<file path="config.mk">
export PLATFORM = sky130hd
export DESIGN_NAME = prefix_ordered_tcam_slot_planner_core_flat
export DESIGN_NICKNAME = d
export VERILOG_FILES = /design/src/rtl/ptsp_pkg.sv /design/src/rtl/ptsp_if.sv /design/src/rtl/ptsp_cell.sv /design/src/rtl/prefix_ordered_tcam_slot_planner_core.sv /design/src/flat_wrapper.sv
export SDC_FILE = /design/constraint.sdc
export NUM_CORES = 1
export LEC_CHECK = 0
export ABC_AREA = 1
export BUFFER_PORTS_ARGS = -buffer_cell sky130_fd_sc_hd__buf_2
export CAP_MARGIN = 20
export CORE_MARGIN = 2
export CORE_UTILIZATION = 50
export CTS_CLUSTER_DIAMETER = 100
export DETAILED_ROUTE_END_ITERATION = 8
export GPL_TIMING_DRIVEN = 0
export PLACE_DENSITY = 0.66
export SLEW_MARGIN = 0
export SYNTH_ARGS = -nofsm -noshare
export SYNTH_HDL_FRONTEND = slang
export SYNTH_HIERARCHICAL = 1
export SYNTH_SLANG_ARGS = --single-unit
</file>
<file path="constraint.sdc">
create_clock -name clk -period 20.1 [get_ports clk]
set_input_delay 3.015 -clock clk [delete_from_list [all_inputs] [get_ports clk]]
set_output_delay 3.015 -clock clk [all_outputs]
set_load 0.02 [all_outputs]
</file>
<file path="src/rtl/ptsp_pkg.sv">
// ----------------------------------------------------------------------------
// ptsp_pkg: shared types and constants of the TCAM slot planner
// Field widths, command and result codes, and the cell shift control.
// ----------------------------------------------------------------------------
package ptsp_pkg;

  localparam int LENGTHS = 33;   // prefix lengths 0..32, one cell each
  localparam int LEN_W   = 6;
  localparam int SLOT_W  = 12;
  localparam int KIND_W  = 3;

  localparam logic [LEN_W-1:0] LAST_LEN = LEN_W'(LENGTHS - 1);

  localparam logic CMD_INSERT = 1'b0;
  localparam logic CMD_REMOVE = 1'b1;

  localparam logic [KIND_W-1:0] KIND_MOVE    = 3'd0;
  localparam logic [KIND_W-1:0] KIND_PLACE   = 3'd1;
  localparam logic [KIND_W-1:0] KIND_FREE    = 3'd2;
  localparam logic [KIND_W-1:0] KIND_FULL    = 3'd3;
  localparam logic [KIND_W-1:0] KIND_MISSING = 3'd4;

  // ring rotation: fwd takes the upper neighbor, bwd the lower one
  typedef struct packed {
    logic fwd;
    logic bwd;
  } shift_ctl_t;

endpackage

</file>
<file path="src/rtl/ptsp_if.sv">
// ----------------------------------------------------------------------------
// ptsp channels: command and result item channels
// Valid/ready channels; an item moves when valid and ready are both high.
// ----------------------------------------------------------------------------
interface ptsp_in_if;
  logic                         valid;
  logic                         ready;
  logic                         command;
  logic [ptsp_pkg::LEN_W-1:0]   prefix_length;
  logic [ptsp_pkg::SLOT_W-1:0]  slot_index;

  modport source (output valid, command, prefix_length, slot_index, input ready);
  modport sink   (input valid, command, prefix_length, slot_index, output ready);
endinterface

interface ptsp_out_if;
  logic                         valid;
  logic                         ready;
  logic [ptsp_pkg::KIND_W-1:0]  result_kind;
  logic [ptsp_pkg::SLOT_W-1:0]  source_slot;
  logic [ptsp_pkg::SLOT_W-1:0]  target_slot;
  logic                         last_result;

  modport source (output valid, result_kind, source_slot, target_slot, last_result,
                  input ready);
  modport sink   (input valid, result_kind, source_slot, target_slot, last_result,
                  output ready);
endinterface

</file>
<file path="src/rtl/ptsp_cell.sv">
// ----------------------------------------------------------------------------
// ptsp_cell: one group counter of the rotating count ring
// Holds one prefix length's route count and shifts it to a neighbor.
// ----------------------------------------------------------------------------
module ptsp_cell #(
  parameter int CW = 13
) (
  input  logic                 clk,
  input  logic                 rst_n,
  input  ptsp_pkg::shift_ctl_t shift,
  input  logic [CW-1:0]        from_next,
  input  logic [CW-1:0]        from_prev,
  output logic [CW-1:0]        count
);

  logic [CW-1:0] count_r;
  logic [CW-1:0] count_nxt;

  always_comb begin
    priority if (shift.fwd) begin
      count_nxt = from_next;
    end else if (shift.bwd) begin
      count_nxt = from_prev;
    end else begin
      count_nxt = count_r;
    end
  end

  always_ff @(posedge clk) begin
    if (!rst_n) begin
      count_r <= '0;
    end else begin
      count_r <= count_nxt;
    end
  end

  assign count = count_r;

endmodule

</file>
<file path="src/rtl/prefix_ordered_tcam_slot_planner_core.sv">
// ----------------------------------------------------------------------------
// prefix_ordered_tcam_slot_planner_core: move planner for a length-sorted TCAM
// Lists the entry moves and the final slot for each route insert or remove.
// ----------------------------------------------------------------------------
// The route counts per prefix length sit in a ring of 33 cells that rotates
// one position per cycle while the output register can be loaded; the
// controller sees the count leaving the ring at the wrap point, updates it
// on the way back in, and keeps a running slot sum. An insert holds the
// block for the accept plus a forward walk over lengths 0..32. A remove
// holds it for the accept plus a backward walk over lengths 32..0, and
// then the free-slot item when the route is found. Commands answered at
// once (table full, length above 32) are answered from idle without a walk.
// Each walk ends with the ring back in its home position. Result items go
// out through a single output register; while it is held by the sink the
// walk pauses. One command is in work at a time: in_ch.ready is high only
// between commands and when the output register can be loaded. Slot
// outputs are the low 12 bits of the slot numbers.
module prefix_ordered_tcam_slot_planner_core #(
  parameter int TABLE_SLOTS = 4096
) (
  input  logic       clk,
  input  logic       rst_n,
  ptsp_in_if.sink    in_ch,
  ptsp_out_if.source out_ch
);

  // count width holds TABLE_SLOTS itself; AW also covers a 12-bit slot
  localparam int CW = $clog2(TABLE_SLOTS + 1);
  localparam int AW = (CW > ptsp_pkg::SLOT_W) ? CW : ptsp_pkg::SLOT_W;

  typedef enum logic [3:0] {
    S_IDLE = 4'b0001,
    S_INS  = 4'b0010,
    S_REM  = 4'b0100,
    S_FREE = 4'b1000
  } state_t;

  state_t                        state_r, state_nxt;
  logic [ptsp_pkg::LEN_W-1:0]    m_r, m_nxt;         // length being visited
  logic [ptsp_pkg::LEN_W-1:0]    len_r, len_nxt;
  logic [ptsp_pkg::SLOT_W-1:0]   slot_r, slot_nxt;
  logic [CW-1:0]                 acc_r, acc_nxt;     // running slot sum
  logic [AW-1:0]                 hole_r, hole_nxt;
  logic                          ok_r, ok_nxt;       // remove passed its check
  logic [CW-1:0]                 entry_count_r, entry_nxt;

  // output register
  logic                          out_valid_r, out_valid_nxt;
  logic [ptsp_pkg::KIND_W-1:0]   out_kind_r;
  logic [ptsp_pkg::SLOT_W-1:0]   out_src_r;
  logic [ptsp_pkg::SLOT_W-1:0]   out_dst_r;
  logic                          out_last_r;

  logic                          can_load;
  logic                          in_accept;
  logic                          emit;
  logic [ptsp_pkg::KIND_W-1:0]   e_kind;
  logic [AW-1:0]                 e_src;
  logic [AW-1:0]                 e_dst;
  logic                          e_last;

  // ring
  ptsp_pkg::shift_ctl_t          shift;
  logic [CW-1:0]                 cnt [ptsp_pkg::LENGTHS];
  logic [CW-1:0]                 wrap_val;
  logic [CW-1:0]                 c_ins, c_rem, t_rem;
  logic [AW-1:0]                 top_ext, slot_ext;
  logic                          ok_now, ok_fin;

  // ---------------------------------------------------------------------------
  // Count ring: cell 0 wraps to cell 32 going forward, and back again.
  // The value crossing the wrap is the one the controller may update.
  // ---------------------------------------------------------------------------
  for (genvar p = 0; p < ptsp_pkg::LENGTHS; p++) begin : g_cell
    logic [CW-1:0] nxt_v, prv_v;
    if (p == ptsp_pkg::LENGTHS - 1) begin : g_top
      assign nxt_v = wrap_val;
    end else begin : g_mid_n
      assign nxt_v = cnt[p+1];
    end
    if (p == 0) begin : g_bot
      assign prv_v = wrap_val;
    end else begin : g_mid_p
      assign prv_v = cnt[p-1];
    end
    ptsp_cell #(.CW(CW)) u_cell (
      .clk       (clk),
      .rst_n     (rst_n),
      .shift     (shift),
      .from_next (nxt_v),
      .from_prev (prv_v),
      .count     (cnt[p])
    );
  end

  assign can_load     = !out_valid_r || out_ch.ready;
  assign in_ch.ready  = (state_r == S_IDLE) && can_load;
  assign in_accept    = in_ch.valid && in_ch.ready;

  // forward walk reads the head cell, backward walk the tail cell
  assign c_ins    = cnt[0];
  assign c_rem    = cnt[ptsp_pkg::LENGTHS-1];
  assign t_rem    = acc_r + c_rem;                 // first slot past group m
  assign top_ext  = AW'(t_rem) - AW'(1);
  assign slot_ext = AW'(slot_r);
  // acc_r is the base of the group being visited on the backward walk
  assign ok_now   = (c_rem != '0) && (slot_ext >= AW'(acc_r)) && (slot_ext < AW'(t_rem));
  assign ok_fin   = (m_r == len_r) ? ok_now : ok_r;

  always_comb begin
    state_nxt = state_r;
    m_nxt     = m_r;
    len_nxt   = len_r;
    slot_nxt  = slot_r;
    acc_nxt   = acc_r;
    hole_nxt  = hole_r;
    ok_nxt    = ok_r;
    entry_nxt = entry_count_r;
    emit      = 1'b0;
    e_kind    = ptsp_pkg::KIND_MOVE;
    e_src     = '0;
    e_dst     = '0;
    e_last    = 1'b0;
    shift     = '0;
    wrap_val  = c_ins;

    unique case (state_r)
      S_IDLE: begin
        if (in_accept) begin
          len_nxt  = in_ch.prefix_length;
          slot_nxt = in_ch.slot_index;
          priority if (in_ch.prefix_length > ptsp_pkg::LAST_LEN) begin
            emit   = 1'b1;
            e_kind = ptsp_pkg::KIND_MISSING;
            e_last = 1'b1;
          end else if (in_ch.command == ptsp_pkg::CMD_INSERT) begin
            if (entry_count_r >= CW'(TABLE_SLOTS)) begin
              emit   = 1'b1;
              e_kind = ptsp_pkg::KIND_FULL;
              e_last = 1'b1;
            end else begin
              state_nxt = S_INS;
              m_nxt     = '0;
              acc_nxt   = entry_count_r;   // top of group 0 is the table end
            end
          end else begin
            state_nxt = S_REM;
            m_nxt     = ptsp_pkg::LAST_LEN;
            acc_nxt   = '0;
            ok_nxt    = 1'b0;
          end
        end
      end

      // lengths 0 upward: each shorter group rolls its lowest entry to its top, then the route is placed
      S_INS: begin
        if (can_load) begin
          shift.fwd = 1'b1;
          if ((m_r < len_r) && (c_ins != '0)) begin
            emit   = 1'b1;
            e_kind = ptsp_pkg::KIND_MOVE;
            e_src  = AW'(acc_r - c_ins);
            e_dst  = AW'(acc_r);
          end
          if (m_r == len_r) begin
            emit      = 1'b1;
            e_kind    = ptsp_pkg::KIND_PLACE;
            e_dst     = AW'(acc_r);
            e_last    = 1'b1;
            wrap_val  = c_ins + CW'(1);
            entry_nxt = entry_count_r + CW'(1);
          end
          acc_nxt = acc_r - c_ins;
          m_nxt   = m_r + 1'b1;
          if (m_r == ptsp_pkg::LAST_LEN) begin
            state_nxt = S_IDLE;
          end
        end
      end

      // lengths 32 downward: sums up group bases, then chains the hole down
      S_REM: begin
        if (can_load) begin
          shift.bwd = 1'b1;
          wrap_val  = c_rem;
          acc_nxt   = t_rem;
          if (m_r == len_r) begin
            ok_nxt = ok_now;
            if (!ok_now) begin
              emit   = 1'b1;
              e_kind = ptsp_pkg::KIND_MISSING;
              e_last = 1'b1;
            end else begin
              wrap_val = c_rem - CW'(1);
              hole_nxt = top_ext;
              if (top_ext != slot_ext) begin
                emit   = 1'b1;
                e_kind = ptsp_pkg::KIND_MOVE;
                e_src  = top_ext;
                e_dst  = slot_ext;
              end
            end
          end else if ((m_r < len_r) && ok_r && (c_rem != '0)) begin
            hole_nxt = top_ext;
            if (top_ext != hole_r) begin
              emit   = 1'b1;
              e_kind = ptsp_pkg::KIND_MOVE;
              e_src  = top_ext;
              e_dst  = hole_r;
            end
          end
          m_nxt = m_r - 1'b1;
          if (m_r == '0) begin
            state_nxt = ok_fin ? S_FREE : S_IDLE;
          end
        end
      end

      S_FREE: begin
        if (can_load) begin
          emit      = 1'b1;
          e_kind    = ptsp_pkg::KIND_FREE;
          e_dst     = AW'(entry_count_r - CW'(1));
          e_last    = 1'b1;
          entry_nxt = entry_count_r - CW'(1);
          state_nxt = S_IDLE;
        end
      end

      default: begin
        state_nxt = S_IDLE;
      end
    endcase
  end

  always_comb begin
    priority if (emit) begin
      out_valid_nxt = 1'b1;
    end else if (out_ch.ready) begin
      out_valid_nxt = 1'b0;
    end else begin
      out_valid_nxt = out_valid_r;
    end
  end

  always_ff @(posedge clk) begin
    if (!rst_n) begin
      state_r       <= S_IDLE;
      entry_count_r <= '0;
      out_valid_r   <= 1'b0;
      ok_r          <= 1'b0;
      m_r           <= '0;
    end else begin
      state_r       <= state_nxt;
      entry_count_r <= entry_nxt;
      out_valid_r   <= out_valid_nxt;
      ok_r          <= ok_nxt;
      m_r           <= m_nxt;
    end
  end

  always_ff @(posedge clk) begin
    len_r  <= len_nxt;
    slot_r <= slot_nxt;
    acc_r  <= acc_nxt;
    hole_r <= hole_nxt;
    if (emit) begin
      out_kind_r <= e_kind;
      out_src_r  <= e_src[ptsp_pkg::SLOT_W-1:0];
      out_dst_r  <= e_dst[ptsp_pkg::SLOT_W-1:0];
      out_last_r <= e_last;
    end
  end

  assign out_ch.valid       = out_valid_r;
  assign out_ch.result_kind = out_kind_r;
  assign out_ch.source_slot = out_src_r;
  assign out_ch.target_slot = out_dst_r;
  assign out_ch.last_result = out_last_r;

`ifndef NO_ASSERTIONS
  // the route total never passes the table size
  a_entry_bound: assert property (@(posedge clk) disable iff (!rst_n)
    entry_count_r <= CW'(TABLE_SLOTS))
    else $error("entry count above table size");

  // placing a new route bumps the total by exactly one
  a_place_count: assert property (@(posedge clk) disable iff (!rst_n)
    (emit && (e_kind == ptsp_pkg::KIND_PLACE)) |=>
      (entry_count_r == $past(entry_count_r) + CW'(1)))
    else $error("place without count update");

  // no new command is taken while a walk is running
  a_no_accept_busy: assert property (@(posedge clk) disable iff (!rst_n)
    (state_r != S_IDLE) |-> !in_ch.ready)
    else $error("command accepted during a walk");

  // a produced item never overwrites one the sink has not taken
  a_no_overwrite: assert property (@(posedge clk) disable iff (!rst_n)
    emit |-> (!out_valid_r || out_ch.ready))
    else $error("output register overwritten");
`endif

endmodule

</file>
<file path="src/flat_wrapper.sv">
// flat-port wrapper written by rule: the top's interface ports become plain ports
module prefix_ordered_tcam_slot_planner_core_flat 
#(
  parameter int TABLE_SLOTS = 4096
)
  (clk, rst_n, in_ch_valid, in_ch_command, in_ch_prefix_length, in_ch_slot_index, in_ch_ready, out_ch_valid, out_ch_result_kind, out_ch_source_slot, out_ch_target_slot, out_ch_last_result, out_ch_ready);
  ptsp_in_if in_ch_i ();
  ptsp_out_if out_ch_i ();
  input  logic clk;
  input  logic rst_n;
  input wire logic [$bits(in_ch_i.valid)-1:0] in_ch_valid;
  input wire logic [$bits(in_ch_i.command)-1:0] in_ch_command;
  input wire logic [$bits(in_ch_i.prefix_length)-1:0] in_ch_prefix_length;
  input wire logic [$bits(in_ch_i.slot_index)-1:0] in_ch_slot_index;
  output wire logic [$bits(in_ch_i.ready)-1:0] in_ch_ready;
  output wire logic [$bits(out_ch_i.valid)-1:0] out_ch_valid;
  output wire logic [$bits(out_ch_i.result_kind)-1:0] out_ch_result_kind;
  output wire logic [$bits(out_ch_i.source_slot)-1:0] out_ch_source_slot;
  output wire logic [$bits(out_ch_i.target_slot)-1:0] out_ch_target_slot;
  output wire logic [$bits(out_ch_i.last_result)-1:0] out_ch_last_result;
  input wire logic [$bits(out_ch_i.ready)-1:0] out_ch_ready;
  assign in_ch_i.valid = in_ch_valid;
  assign in_ch_i.command = in_ch_command;
  assign in_ch_i.prefix_length = in_ch_prefix_length;
  assign in_ch_i.slot_index = in_ch_slot_index;
  assign in_ch_ready = in_ch_i.ready;
  assign out_ch_valid = out_ch_i.valid;
  assign out_ch_result_kind = out_ch_i.result_kind;
  assign out_ch_source_slot = out_ch_i.source_slot;
  assign out_ch_target_slot = out_ch_i.target_slot;
  assign out_ch_last_result = out_ch_i.last_result;
  assign out_ch_i.ready = out_ch_ready;
  prefix_ordered_tcam_slot_planner_core #(.TABLE_SLOTS(TABLE_SLOTS)) u_core (.clk(clk), .rst_n(rst_n), .in_ch(in_ch_i), .out_ch(out_ch_i));
endmodule
</file>
==> metrics.md <==
| Metric | Value |
|---|---|
| Drt pass-1 iters | 5 |
| I/O Buffers | 52 |
| Pwr dens | 96.7 mW/mm² |
| Fillers | 5738 |
| Critical Path End Type | output pin |
| Clock share of power | 33.9% |
| RSZ-0062 raised after global routing | no |
| Max-slew violations | 0 |
| # setup viols final | 0 |
| FF-to-FF setup slack | 15.75 ns |
| Via density | 5.18 |
| Sequential share of power | 38.1% |
| GRT Resource Usage Total | 26.4% |
| Final WL | 80500 µm |
| Antenna cells | 0 |
| RD Place Congestion | 0.952 |
| Crit path launch type | input pin |
| Via count | 27.7k |
| Post-DP HPWL | 60200 µm |
| Layout cell share with drive strength beyond 1 | 9.54% |
| Switching Power | 1.12 mW |
| Antenna violations before repair | 0 |
| Pin count of the biggest net entering global routing | 103 |
| FFs w/ async S/R, synth | 0% |
| R2R Path Start | u_core/g_cell[32].u_cell/count[0] |
| Die width | 245 µm |
| Final Hold Viols | 0 |
| Num rows | 88 |
| Wire per inst | 15.0 µm |
| First-pass GRT wire length | 132000 µm |
| Starting Density | 50.5% |
| Setup Skew | 0.0433 ns |
| Mapped Nets | 4520 |
| Commonest non-fill, non-tap cell in the layout | nand2_1 |
| Most frequent cells in the layout | nand2_1, nand3_1, inv_1 |
| Nets | 4640 |
| Clock latency on the worst-skew pair | 0.64 ns |
| Top FF cell, synth | dfxtp_1 |
| Post-synthesis instance total | 4432 |
| Chip Height | 245 µm |
| Grt met1 use | 34.4% |
| Mean Syn Cell Area | 6.58 µm² |
| Fin crit share | 35.1% |
| Crit Path Class | input pin to output pin |
| Fmax | 0.142 GHz |
| Sequential fraction of the synthesis area | 38.6% |
| Start point of the critical path | out_ch_ready |
| Root buffer cell | clkbuf_16 |
| Status | finished clean |
| Grt ovf | 0 |
| Number of synthesized flops with an enable pin | 72 |
| Relative slew slack | 27.4% |
| Buffers from clock root to sink, at most | 3 |
| Ys Warns | 6 |
| Met3 Track Usage GR | 3.01% |
| Resize count post-CTS | 0 |
| Core Region | 0.0577 mm² |
| Drt drc | 0 |
| Min-delay worst type | flip-flop to flip-flop |
| P_leak | 17.0 nW |
| CTS H-Tree Depth | 2 |
| Gr busiest metal | met2 |
| Die footprint | 0.0603 mm² |
| Mapped Area | 0.0292 mm² |
| CTS tree | built |
| CP arrival | 4.04 ns |
| Max-cap violations | 0 |
| Int Pwr | 2.02 mW |
| Top Ports | 53 |
| Peak VDD IR | 0.0846 mV |
| Core Util, Final | 56.3% |
| Antenna-violating nets left | 0 |
| Vias in the first global route | 26.1k |
| Data required, critical path | 17.09 ns |
| Hold_buf cts | 0 |
| Unique masters post-synth | 54 |
| Num CTS Buffers | 56 |
| Tmin final | 7.06 ns |
| 1st-iter DRT viols | 2236 |
| Yosys reg bits | 526 |
| Worst-path fanout max | 7 |
| CTS Sinks | 526 |
| Logic gate share of total power | 28.0% |
| Slew @ Worst Pin | 1.09 ns |
| Met2 usage | 44.9% |
| Clock transition at path regs | 0.06 ns |
| Sw Ratio | 35.6% |
| Fin Setup TNS | 0 ns |
| Synth-to-Final Area Change | 11.4% |
| Post-CTS setup buffer count | 0 |
| Hold_sp | u_core/entry_count_r[11] |
[area by class of cell]
cell class | instances | area, µm² | share of cell area [%]
multi-input combinational | 3073 | 14500 | 44.7
inverter | 645 | 2420 | 7.45
sequential | 526 | 11300 | 34.6
clock inverter | 11 | 204 | 0.628
buffer | 188 | 980 | 3.02
tap | 765 | 957 | 2.95
clock buffer | 88 | 1680 | 5.18
timing repair buffer | 62 | 477 | 1.47
[cell usage after synthesis, types with 33 or more instances]
cell type | number | share of area (%)
dfxtp_1 | 454 | 31
ha_1 | 62 | 2.7
o21ai_0 | 48 | 0.82
a21oi_1 | 64 | 1.1
nand3_1 | 980 | 17
buf_2 | 102 | 1.8
inv_2 | 43 | 0.55
buf_4 | 36 | 0.93
buf_1 | 33 | 0.42
nor2_1 | 91 | 1.2
nand2_1 | 1555 | 20
edfxtp_1 | 72 | 7.4
nor2_2 | 38 | 0.82
inv_1 | 599 | 7.7
[path summary, 6_finish.rpt]
kind,depth (start not counted),end
worst max-delay path,4,in_ch_ready
worst min-delay path,2,u_core/entry_count_r[11]
worst max register to register,19,u_core/hole_r[0]
worst min register to register,2,u_core/entry_count_r[11]
[through the flow]
step                cell area, µm²  setup WS (ns)  hold WS (ns)  std cells  total power [mW]
detailed placement           30600          13.06         0.493       5258              2.08
finish                       32500          13.04         0.504       5358              3.14
global placement             30400         0.0281         0.489       5249              2.10
CTS                          32500          13.05         0.502       5357              3.15
global route                 32500          12.94         0.532       5358              3.30
floorplan                    29200           6.57         0.471       4432              1.84
[logic make-up after synthesis]
logic type / count (synthesis) / share of synthesized area [%]
AOI/OAI and AO/OA: 190 / 3.93
xor gates and xnor gates: 34 / 1.12
adders and majority gates: 65 / 2.87
buffers and inverters: 833 / 11.7
DFF: 526 / 38.6
and+or+nand+nor: 2784 / 41.8
[power by group through the flow]
stage / clock (mW) / sequential (mW) / combinational (mW)
floorplan: 0 / 1.21 / 0.633
global placement: 0 / 1.22 / 0.879
detailed placement: 0 / 1.22 / 0.861
CTS: 1.09 / 1.20 / 0.866
global route: 1.13 / 1.20 / 0.971
finish: 1.06 / 1.20 / 0.880
[worst max-delay path, stage by stage]
cell and delay, ns:
buf_2 0.09, nor2_1 0.59, nor2_1 0.14, buf_2 0.20
[metal layers]
metal / share of wire [%] / up-vias
met4: 3.5 / 0
met2: 47 / 716
met5: 0 / -
li1: - / 14381
met1: 45 / 12492
met3: 5.0 / 159
[state kept, by name, summed over array words and instances, names as in the netlist]
name                        cells
u_core/g_cell.u_cell/count    429
u_core/acc_r                   13
u_core/entry_count_r           13
u_core/hole_r                  13
u_core/out_ch.source_slot      12
u_core/out_ch.target_slot      12
u_core/slot_r                  12
u_core/len_r                    6
u_core/m_r                      6
u_core/state_r                  4
u_core/out_ch.result_kind       3
u_core/ok_r                     1
u_core/out_ch.last_result       1
u_core/out_ch.valid             1
No activity file was read; power rests on OpenSTA's default activity.
